[src/rtl/fsd_pkg.sv]
// Shared types, register indexes and constants for the flow session detector.
package fsd_pkg;

   localparam int QUEUE_DEPTH = 64;
   localparam int QUEUE_W     = $clog2(QUEUE_DEPTH + 1);

   localparam logic [15:0] WINDOW_MS_RST    = 16'd2000;
   localparam logic [15:0] START_PULSES_RST = 16'd10;
   localparam logic [31:0] STOP_MS_RST      = 32'd60000;
   localparam logic [31:0] SAMPLE_PUMP_RST  = 32'd10000;
   localparam logic [31:0] SAMPLE_IDLE_RST  = 32'd300000;
   localparam logic [6:0]  BATCH_MAX_RST    = 7'd10;

   typedef enum logic [2:0] {
      CSR_WINDOW_MS     = 3'd0,
      CSR_START_PULSES  = 3'd1,
      CSR_STOP_MS       = 3'd2,
      CSR_PUMP_INTERVAL = 3'd3,
      CSR_IDLE_INTERVAL = 3'd4,
      CSR_BATCH_MAX     = 3'd5
   } csr_index_type;

   typedef enum logic [1:0] {
      KIND_HEARTBEAT = 2'd0,
      KIND_START     = 2'd1,
      KIND_READING   = 2'd2,
      KIND_END       = 2'd3
   } kind_type;

   typedef struct packed {
      logic [15:0] window_ms;
      logic [15:0] start_pulses;
      logic [31:0] stop_ms;
      logic [31:0] pump_interval;
      logic [31:0] idle_interval;
      logic [6:0]  batch_max;
   } cfg_type;

   typedef struct packed {
      logic               has_result;
      logic               session_started;
      logic               session_ended;
      logic               take_sample;
      logic [15:0]        sample_pulses;
      logic               upload_now;
      kind_type           upload_kind;
      logic [31:0]        session_number;
      logic [31:0]        total_pulses;
      logic [QUEUE_W-1:0] queued_samples;
   } result_type;

endpackage

[src/rtl/fsd_csr.sv]
// Configuration register file of the flow session detector.
module fsd_csr (
   input  logic             clock,
   input  logic             reset,
   input  logic             csr_wr_en,
   input  logic [2:0]       csr_index,
   input  logic [31:0]      csr_wdata,
   output fsd_pkg::cfg_type cfg
);
   import fsd_pkg::*;

   cfg_type cfg_ff;
   cfg_type cfg_in;

   always_comb begin
      cfg_in = cfg_ff;
      if (csr_wr_en) begin
         case (csr_index_type'(csr_index))
            CSR_WINDOW_MS:     cfg_in.window_ms     = csr_wdata[15:0];
            CSR_START_PULSES:  cfg_in.start_pulses  = csr_wdata[15:0];
            CSR_STOP_MS:       cfg_in.stop_ms       = csr_wdata;
            CSR_PUMP_INTERVAL: cfg_in.pump_interval = csr_wdata;
            CSR_IDLE_INTERVAL: cfg_in.idle_interval = csr_wdata;
            CSR_BATCH_MAX:     cfg_in.batch_max     = csr_wdata[6:0];
            default:           cfg_in = cfg_ff;
         endcase
      end
   end

   always_ff @(posedge clock) begin
      if (reset) begin
         cfg_ff.window_ms     <= WINDOW_MS_RST;
         cfg_ff.start_pulses  <= START_PULSES_RST;
         cfg_ff.stop_ms       <= STOP_MS_RST;
         cfg_ff.pump_interval <= SAMPLE_PUMP_RST;
         cfg_ff.idle_interval <= SAMPLE_IDLE_RST;
         cfg_ff.batch_max     <= BATCH_MAX_RST;
      end else begin
         cfg_ff <= cfg_in;
      end
   end

   assign cfg = cfg_ff;

endmodule

[src/rtl/fsd_engine.sv]
// Session state and single-pass tick evaluation of the flow session detector.
module fsd_engine (
   input  logic                clock,
   input  logic                reset,
   input  logic                fire,
   input  logic                op,
   input  logic [3:0]          tick_pulses,
   input  fsd_pkg::cfg_type    cfg,
   output fsd_pkg::result_type result
);
   import fsd_pkg::*;

   logic [31:0]        time_ms_ff, time_ms_in;
   logic [15:0]        window_elapsed_ff, window_elapsed_in;
   logic [15:0]        window_count_ff, window_count_in;
   logic [31:0]        pulse_total_ff, pulse_total_in;
   logic               in_session_ff, in_session_in;
   logic [31:0]        last_flow_time_ff, last_flow_time_in;
   logic [31:0]        last_sample_time_ff, last_sample_time_in;
   logic [31:0]        session_counter_ff, session_counter_in;
   kind_type           pending_kind_ff, pending_kind_in;
   logic [QUEUE_W-1:0] queue_count_ff, queue_count_in;

   function automatic logic [QUEUE_W-1:0] enqueue(input logic [QUEUE_W-1:0] q);
      if (q < QUEUE_W'(QUEUE_DEPTH)) begin
         return q + QUEUE_W'(1);
      end
      return q;
   endfunction

   logic [31:0] now;
   logic [16:0] window_sum;
   logic [15:0] window_sat;
   logic [15:0] elapsed_inc;
   logic        window_end;
   logic        ended_path;
   logic [31:0] interval;

   always_comb begin
      now         = time_ms_ff + 32'd1;
      window_sum  = {1'b0, window_count_ff} + {13'd0, tick_pulses};
      window_sat  = window_sum[16] ? 16'hFFFF : window_sum[15:0];
      elapsed_inc = (window_elapsed_ff != 16'hFFFF) ? window_elapsed_ff + 16'd1
                                                    : window_elapsed_ff;
      window_end  = (elapsed_inc >= cfg.window_ms);
      ended_path  = 1'b0;
      interval    = 32'd0;

      time_ms_in          = time_ms_ff;
      window_elapsed_in   = window_elapsed_ff;
      window_count_in     = window_count_ff;
      pulse_total_in      = pulse_total_ff;
      in_session_in       = in_session_ff;
      last_flow_time_in   = last_flow_time_ff;
      last_sample_time_in = last_sample_time_ff;
      session_counter_in  = session_counter_ff;
      pending_kind_in     = pending_kind_ff;
      queue_count_in      = queue_count_ff;

      result = '0;

      if (op) begin
         // Upload succeeded: the queue drains, nothing else moves.
         queue_count_in = '0;
      end else begin
         time_ms_in     = now;
         pulse_total_in = pulse_total_ff + {28'd0, tick_pulses};
         if (!window_end) begin
            window_count_in   = window_sat;
            window_elapsed_in = elapsed_inc;
         end else begin
            window_count_in   = '0;
            window_elapsed_in = '0;
            result.has_result = 1'b1;

            if (window_sat >= cfg.start_pulses) begin
               last_flow_time_in = now;
               if (!in_session_ff) begin
                  session_counter_in     = session_counter_ff + 32'd1;
                  in_session_in          = 1'b1;
                  pending_kind_in        = KIND_START;
                  result.session_started = 1'b1;
               end
            end else if (in_session_ff && ((now - last_flow_time_ff) > cfg.stop_ms)) begin
               // Session closes: an end sample is queued and uploaded at once.
               ended_path           = 1'b1;
               in_session_in        = 1'b0;
               queue_count_in       = enqueue(queue_count_ff);
               result.session_ended = 1'b1;
               result.take_sample   = 1'b1;
               result.upload_now    = 1'b1;
               result.upload_kind   = KIND_END;
               pending_kind_in      = KIND_HEARTBEAT;
            end

            if (!ended_path) begin
               interval = in_session_in ? cfg.pump_interval : cfg.idle_interval;
               if ((now - last_sample_time_ff) >= interval) begin
                  last_sample_time_in  = now;
                  queue_count_in       = enqueue(queue_count_ff);
                  result.take_sample   = 1'b1;
                  result.sample_pulses = window_sat;
                  if ((queue_count_in >= cfg.batch_max) || !in_session_in ||
                      (pending_kind_in == KIND_START)) begin
                     result.upload_now = 1'b1;
                     result.upload_kind = pending_kind_in;
                     pending_kind_in = in_session_in ? KIND_READING : KIND_HEARTBEAT;
                  end
               end
            end
         end
      end

      result.session_number = session_counter_in;
      result.total_pulses   = pulse_total_in;
      result.queued_samples = queue_count_in;
   end

   always_ff @(posedge clock) begin
      if (reset) begin
         time_ms_ff          <= '0;
         window_elapsed_ff   <= '0;
         window_count_ff     <= '0;
         pulse_total_ff      <= '0;
         in_session_ff       <= 1'b0;
         last_flow_time_ff   <= '0;
         last_sample_time_ff <= '0;
         session_counter_ff  <= '0;
         pending_kind_ff     <= KIND_HEARTBEAT;
         queue_count_ff      <= '0;
      end else if (fire) begin
         time_ms_ff          <= time_ms_in;
         window_elapsed_ff   <= window_elapsed_in;
         window_count_ff     <= window_count_in;
         pulse_total_ff      <= pulse_total_in;
         in_session_ff       <= in_session_in;
         last_flow_time_ff   <= last_flow_time_in;
         last_sample_time_ff <= last_sample_time_in;
         session_counter_ff  <= session_counter_in;
         pending_kind_ff     <= pending_kind_in;
         queue_count_ff      <= queue_count_in;
      end
   end

endmodule

[src/rtl/flow_session_detector.sv]
// Top level of the flow session detector: input register, engine and result register.
// A result passes from the input register through the engine into the result register,
// as the engine evaluates a tick in a single pass; a waiting result holds the input stage.
// Throughput: one transaction per cycle while results are taken; mid-window ticks and
// upload-success events retire silently. Reset is synchronous and active high; it
// restores default configuration and clears session state, counters and queue count.
module flow_session_detector (
   input  logic        clock,
   input  logic        reset,

   input  logic        req_valid,
   output logic        req_ready,
   input  logic        req_op,
   input  logic [3:0]  req_tick_pulses,

   output logic        rsp_valid,
   input  logic        rsp_ready,
   output logic        rsp_session_started,
   output logic        rsp_session_ended,
   output logic        rsp_take_sample,
   output logic [15:0] rsp_sample_pulses,
   output logic        rsp_upload_now,
   output logic [1:0]  rsp_upload_kind,
   output logic [31:0] rsp_session_number,
   output logic [31:0] rsp_total_pulses,
   output logic [6:0]  rsp_queued_samples,

   input  logic        csr_wr_en,
   input  logic [2:0]  csr_index,
   input  logic [31:0] csr_wdata
);
   import fsd_pkg::*;

   // Input stage: holds one accepted transaction until the engine takes it.
   logic       in_valid_ff, in_valid_in;
   logic       in_op_ff;
   logic [3:0] in_pulses_ff;

   // Result stage: holds one result until the consumer takes it.
   logic       rsp_valid_ff, rsp_valid_in;
   result_type rsp_ff;

   cfg_type    cfg;
   result_type result;
   logic       out_free;
   logic       fire;

   // The engine advances only when the result register is empty or draining. While a
   // finished result waits, the engine holds and the input stage fills behind it.
   assign out_free  = !rsp_valid_ff || rsp_ready;
   assign fire      = in_valid_ff && out_free;
   assign req_ready = !in_valid_ff || fire;

   always_comb begin
      in_valid_in = in_valid_ff;
      if (req_valid && req_ready) begin
         in_valid_in = 1'b1;
      end else if (fire) begin
         in_valid_in = 1'b0;
      end

      rsp_valid_in = rsp_valid_ff;
      if (fire && result.has_result) begin
         rsp_valid_in = 1'b1;
      end else if (rsp_ready) begin
         rsp_valid_in = 1'b0;
      end
   end

   always_ff @(posedge clock) begin
      if (reset) begin
         in_valid_ff  <= 1'b0;
         rsp_valid_ff <= 1'b0;
      end else begin
         in_valid_ff  <= in_valid_in;
         rsp_valid_ff <= rsp_valid_in;
      end
   end

   always_ff @(posedge clock) begin
      if (req_valid && req_ready) begin
         in_op_ff     <= req_op;
         in_pulses_ff <= req_tick_pulses;
      end
      if (fire && result.has_result) begin
         rsp_ff <= result;
      end
   end

   fsd_csr u_csr (
      .clock     (clock),
      .reset     (reset),
      .csr_wr_en (csr_wr_en),
      .csr_index (csr_index),
      .csr_wdata (csr_wdata),
      .cfg       (cfg)
   );

   fsd_engine u_engine (
      .clock       (clock),
      .reset       (reset),
      .fire        (fire),
      .op          (in_op_ff),
      .tick_pulses (in_pulses_ff),
      .cfg         (cfg),
      .result      (result)
   );

   assign rsp_valid           = rsp_valid_ff;
   assign rsp_session_started = rsp_ff.session_started;
   assign rsp_session_ended   = rsp_ff.session_ended;
   assign rsp_take_sample     = rsp_ff.take_sample;
   assign rsp_sample_pulses   = rsp_ff.sample_pulses;
   assign rsp_upload_now      = rsp_ff.upload_now;
   assign rsp_upload_kind     = rsp_ff.upload_kind;
   assign rsp_session_number  = rsp_ff.session_number;
   assign rsp_total_pulses    = rsp_ff.total_pulses;
   assign rsp_queued_samples  = rsp_ff.queued_samples;

endmodule

[config.mk]
export PLATFORM = sky130hd
export DESIGN_NAME = flow_session_detector
export DESIGN_NICKNAME = d
export VERILOG_FILES = /design/src/rtl/fsd_pkg.sv /design/src/rtl/fsd_csr.sv /design/src/rtl/fsd_engine.sv /design/src/rtl/flow_session_detector.sv
export SDC_FILE = /design/constraint.sdc
export NUM_CORES = 1
export LEC_CHECK = 0
export ABC_AREA = 0
export BUFFER_PORTS_ARGS = -buffer_cell sky130_fd_sc_hd__buf_2
export CAP_MARGIN = 20
export CORE_UTILIZATION = 35
export CTS_CLUSTER_DIAMETER = 30
export DETAILED_ROUTE_END_ITERATION = 10
export PLACE_DENSITY_LB_ADDON = 0.25
export SLEW_MARGIN = 20
export SYNTH_ARGS = -nofsm -noshare
export SYNTH_HDL_FRONTEND = slang
export SYNTH_HIERARCHICAL = 1
export SYNTH_SLANG_ARGS = --single-unit
[constraint.sdc]
create_clock -name clock -period 11.2 [get_ports clock]
set_clock_uncertainty 0.2 [all_clocks]
set_input_delay 0 -clock clock [delete_from_list [all_inputs] [get_ports clock]]
set_output_delay 0 -clock clock [all_outputs]
set_load 0.02 [all_outputs]
Word level (Yosys, flattened, before mapping):

Index checks and enable logic that the tools add are counted.

* bits in registers: 437
* input port bits: 45
* output and inout port bits: 95
* logic and storage cells: 147

* add/subtract/negate cells: 8
* $lt $le $gt $ge: 6
* eq/ne operators: 7
* mux-type cells: 64
* bitwise operators: 5
* reductions and logical operators: 28

Operator list (number)
* $mux W32: 6
* $mux W7: 13
* $add A32 B1 Y32 const B: 2
* $mux W16: 4
* $sub A32 B32 Y32: 2
* $mux W23: 2
* $mux W20: 2
* $add A32 B4 Y32: 1
* $ge A16 B16 Y1: 2
* $ge A32 B32 Y1: 1
* $gt A32 B32 Y1: 1
* $mux W1: 23
* $mux W2: 11
* $add A16 B4 Y17: 1
* $add A16 B1 Y16 const B: 1
* $ne A16 B16 Y1 const B: 1
* $reduce_and A2 Y1: 7
* $mux W3: 3
* $add A7 B1 Y7 const B: 1
* $ge A7 B7 Y1: 1
* $lt A7 B7 Y1 const B: 1
* $eq A3 B2 Y1 const B: 2
* $eq A3 B3 Y1 const B: 2
* $reduce_or A3 Y1: 2
* other kinds (13): 26

Depth between registers and ports, before layout:

* depth in word-level cells: 29
* gate-level depth with buffers: 42
* depth with buffers taken out: 38

Cells and area by module:

Netlist, hierarchy kept.

By module, submodules not included
* fsd_engine: times used 1, cells each 2120, area each 16304.4 um2, sequential area each 4043.9 um2
* fsd_csr: times used 1, cells each 503, area each 5407.7 um2, sequential area each 2702.6 um2
* flow_session_detector: times used 1, cells each 109, area each 3045.4 um2, sequential area each 2982.9 um2

Least setup slack after synthesis:

Ideal clock, no wire load.

* path kind: register to register
* from: reg u_engine.time_ms_ff[0]
* to: reg rsp_ff (netlist bit rsp_queued_samples[3]) (data pin)
* setup time: 0.266 ns
* data arrival time: 8.417 ns
* data required time: 10.734 ns
* slack: 2.318 ns
* stages on the path, launching flop included: 43
* buffers on the path: 4
* period minus slack after synthesis: 8.882 ns
* cells stage by stage: dfxtp_1 -> ha_1 -> nand3_1 -> or2_2 -> nor2_1 -> nand2_1 -> xnor2_1 -> ha_1 -> clkbuf_1 -> a211oi_1 -> o21ai_0 -> a31o_2 -> a21oi_1 -> inv_1 -> a2111o_1 -> a211oi_1 -> o21bai_1 -> a21oi_1 -> [7 not listed] -> a2bb2oi_1 -> a21o_1 -> clkbuf_1 -> buf_2 -> mux2i_1 -> ha_1 -> a21o_1 -> a21o_1 -> a21oi_1 -> o21ai_0 -> a221oi_1 -> o221a_2 -> o31ai_1 -> nand2_1 -> clkbuf_1 -> nor2_1 -> xnor2_1 -> nor2_1

RTL lines
* start: declaration: RTL line fsd_engine.sv:13 `logic [31:0] time_ms_ff, time_ms_in;`
* start signal: assignment: RTL line fsd_engine.sv:132 `time_ms_ff <= time_ms_in;`
* end signal: assignment: RTL line flow_session_detector.sv:86 `rsp_ff <= result;`
* end: declaration: RTL line flow_session_detector.sv:41 `result_type rsp_ff;`

Worst setup path in the final report:

* from: reg u_engine.time_ms_ff[0]
* to: reg rsp_ff (netlist bit rsp_sample_pulses[0]) (data pin)

* longest elaborated chain between the ends: 12
* elaborated cells between the ends (all ways): 17
* those cells by class: add/sub: 3; order compare: 2; mux: 9; bitwise: 1; reduce/logical: 2

RTL lines
* $add A32 B1 Y32 *: RTL line fsd_engine.sv:40 `now = time_ms_ff + 32'd1;`
* via u_engine.now[8]: RTL line fsd_engine.sv:31 `logic [31:0] now;`
* $sub A32 B32 Y32: RTL line fsd_engine.sv:84 `end else if (in_session_ff && ((now - last_flow_time_ff) > cfg.stop_ms)) begin`
* $gt A32 B32 Y1: RTL line fsd_engine.sv:84
* $logic_and A1 B1 Y1: RTL line fsd_engine.sv:84
* $mux W1: RTL line fsd_engine.sv:84
* $mux W1: RTL line fsd_engine.sv:76 `if (window_sat >= cfg.start_pulses) begin`
* $mux W1: RTL line fsd_engine.sv:68 `if (!window_end) begin`
* $mux W1: RTL line fsd_engine.sv:62 `if (op) begin`
* $mux W32: RTL line fsd_engine.sv:97 `interval = in_session_in ? cfg.pump_interval : cfg.idle_interval;`
* $ge A32 B32 Y1: RTL line fsd_engine.sv:98 `if ((now - last_sample_time_ff) >= interval) begin`
* $not A1 Y1 (no line)
* $reduce_or A4 Y1 (no line) *

The timed path passes the listed nets; every way through them passes the cells marked *. The select of a mux whose other input is x is not followed.
A chain may end at the register's enable or synchronous reset.

==> results.tsv <==
metric	value	unit
worst-skew pair later-pin latency	650	ps
area of the mapped netlist	24800	um2
Post-synth EDFFs	98	
Pint	4.05	mW
VDD IR max	0.127	mV
width of the chip	268	um
worst hold path depth	4	
DR WL met2	28.0	mm
total grt overflow	0	
core area	70000	um2
Worst R2R Path Depth	33	
Ports	140	
status	complete, no violations	
Setup WS pre-CTS	687	ps
placed cells	3720	
Initial DRT Pass Iterations	7	
DIE AREA	71800	um2
Routability Congestion	0.875	
worst path required time	11360	ps
post-place instance area	26400	um2
nets@finish	3201	
sw frac	22.3	%
Final Worst Setup Slack	814	ps
sequential element share of the synthesized area	39.3	%
Starting Density	35.4	%
uppermost layer routed	met4	
Reg power frac	31.4	%
Syn Area/Cell	9.06	um2
CTS clock-pin slew for the worst setup and hold paths	50	ps
TritonCTS buffer count	106	
PD cells	167	nW/um2
FF-to-FF setup slack	810	ps
Die Ht	268	um
unrepaired setup endpoints after global routing	false	
DP Wirelength	46.7	mm
multi-input logic area	13900	um2
M1 WL	31.5	mm
hold path endpoint	u_csr/cfg[23]$_SDFFE_PP0P_	
Synthesized Nets	2958	
number of antenna diodes	0	
setup_tns	0	ps
Synth area leaders	dfxtp_1 27%, edfxtp_1 12%, ha_1 8.9%, mux2i_1 6.9%, nor2_1 5.3%	
Critical Path End Type	flop	
final core occ	44.5	%
DR DRC count	0	
cell taking the most area after synthesis	dfxtp_1	
ys async rst share	0	%
Detailed Route WL	64.9	mm
number of max-cap violations	0	
initial antenna violation count	0	
Setup CP Type	flop to flop	
Worst Setup Start Kind	flop	
non-filler cells, final	4007	
Worst path most repeated cell	ha_1	
Global Route Usage Sum	18.1	%
Post-CTS Setup Inserts	0	
CTS tree	yes	
average vias per placed instance	4.95	
fillers	6685	
via count	19800	
post-synth top area share	27.4	%
Slew Limit Fails	0	
final hold viol count	0	
clk sinks	437	
Leak	13.2	nW
Psw	1.16	mW
fmax	96.3	MHz
vias in the first global route	19500	
largest net degree at the start of global routing	171	
worst r2r src	u_engine/time_ms_ff[0]$_SDFFE_PP0P_	
R2R Path End	rsp_sample_pulses[0]$_DFFE_PP_	
Clock power frac	63.2	%
Seq. cell area	9730	um2
row count	97	
max_slew headroom	29.3	%
CTS max path bufs	3	
Yosys warnings	6	
Logic pwr share	5.4	%
Period Utilization, post-route	92.7	%
Synth Instances	2732	
Iter 0 DRT Violations	1178	
main flop type after synthesis	dfxtp_1	
met3 routed WL	3.47	mm
Least-Margin Pin Slew	1060	ps
CP max stage cell	nand3_1	
H-tree levels	3	
IO buf count	139	
Setup violations, final	0	
share of post-route cells with drive strength above 1	13.0	%
largest fanout on the critical path	22	
post-route cell area	31200	um2
WL/cell	16.2	um
global-route wire length before repair	104	mm
hold_ws	33.6	ps
Synth-to-Final Area Change	25.9	%
Worst path max stage delay	690	ps
hold_sp	csr_wdata[16]	
min Tclk post-route	10390	ps
ANT nets after route	0	
Final Power	5.21	mW
WP data arrival	10540	ps
post-synthesis register bit count	437	
root buf cell	clkbuf_16	
Hold Crit Class	input pin to flop	
Yosys cell types	82	
-- worst max path at each step --
stage	from	end	cells after the start
global route	u_engine/time_ms_ff[0]$_SDFFE_PP0P_	rsp_queued_samples[2]$_DFFE_PP_	36
global placement	u_engine/time_ms_ff[0]$_SDFFE_PP0P_	rsp_queued_samples[2]$_DFFE_PP_	38
floorplan	u_engine/time_ms_ff[0]$_SDFFE_PP0P_	rsp_queued_samples[3]$_DFFE_PP_	42
detailed placement	u_engine/time_ms_ff[0]$_SDFFE_PP0P_	rsp_queued_samples[2]$_DFFE_PP_	36
finish	u_engine/time_ms_ff[0]$_SDFFE_PP0P_	rsp_sample_pulses[0]$_DFFE_PP_	33
CTS	u_engine/time_ms_ff[0]$_SDFFE_PP0P_	rsp_queued_samples[2]$_DFFE_PP_	36
-- synth_stat cells, drive strengths merged, types with 21 or more instances --
cell type  number
nor3           46
xor2          114
nand3          67
dfxtp         339
nand2         158
clkbuf         87
nand4          35
ha            177
a211oi         71
nor2b          21
o21ai          75
a21oi         131
mux2i         170
or3            24
buf            28
nand2b        153
inv           181
and3           38
xnor2         131
a21o           63
edfxtp         98
nor2          353
-- power groups by stage --
stage / clock [mW] / combinational (mW) / sequential, mW
2_1_floorplan: 0 / 0.183 / 1.66
5_1_grt: 3.44 / 0.309 / 1.63
6_report: 3.29 / 0.283 / 1.63
3_3_place_gp: 0 / 0.252 / 1.66
4_1_cts: 3.35 / 0.282 / 1.63
3_5_place_dp: 0 / 0.259 / 1.66
-- sequential cells by signal (all words and copies together), names as in the netlist, 2 cells and up --
register,cells
u_csr/cfg,135
rsp_session_number,32
rsp_total_pulses,32
u_engine/last_flow_time_ff,32
u_engine/last_sample_time_ff,32
u_engine/pulse_total_ff,32
u_engine/session_counter_ff,32
u_engine/time_ms_ff,32
rsp_sample_pulses,16
u_engine/window_count_ff,16
u_engine/window_elapsed_ff,16
rsp_queued_samples,7
u_engine/queue_count_ff,7
in_pulses_ff,4
rsp_upload_kind,2
u_engine/pending_kind_ff,2
-- cell type report --
type | instances | area share (%)
Sequential cell | 437 | 31.2
Timing Repair Buffer | 251 | 5.77
Clock buffer | 130 | 9.23
Multi-Input combinational cell | 1998 | 44.5
Clock inverter | 70 | 3.28
Tap cell | 940 | 3.77
Inverter | 181 | 2.18
-- worst max-delay path, delay by kind of cell, from the launching register on --
| family | cells | cell delay [ps] |
|---|---|---|
| AOI/OAI and AO/OA | 18 | 5370 |
| and+or+nand+nor | 7 | 1730 |
| xor gates and xnor gates | 2 | 490 |
| buffers and inverters | 1 | 330 |
| muxes | 1 | 240 |
| adders and majority gates | 4 | 1210 |
| DFF | 1 | 500 |
-- what timing repair did --
action	4_1_cts	5_1_grt
endpoints found under the hold margin	255	0
hold buffers	86	0
resized for setup	0	1
endpoints found under the setup margin	0	30
-- placed cells by master, fill, tap and decap left out, types with 45 or more instances in the layout --
cell and instances:
nand2b_1 152, ha_1 177, dlygate4sd3_1 86, nor2_1 350, xor2_1 114, nand3_1 65, nor3_1 45, mux2i_1 170
inv_1 181, o21ai_0 74, xnor2_1 131, a211oi_1 71, nand2_1 157, dfxtp_1 339, clkbuf_16 109, buf_2 138
a21oi_1 131, edfxtp_1 98, a21o_1 62
-- cells by family (layout without fill, tap and decap cells) --
logic type | Yosys count | in the layout | synth area share, %
xor+xnor | 245 | 245 | 8.67
compound gates | 436 | 436 | 11.3
buf+inv | 297 | 632 | 4.87
mux | 175 | 175 | 7.10
flops | 437 | 437 | 39.3
fa+ha+maj | 181 | 181 | 9.27
simple gates | 961 | 961 | 19.5
-- routing by layer --
layer,up-vias,GRT usage [%]
met2,464,27.8
met3,112,3.16
met1,9287,25.0
li1,9953,-
met5,-,0
met4,0,7.24
(Power assumes the default switching activity.)
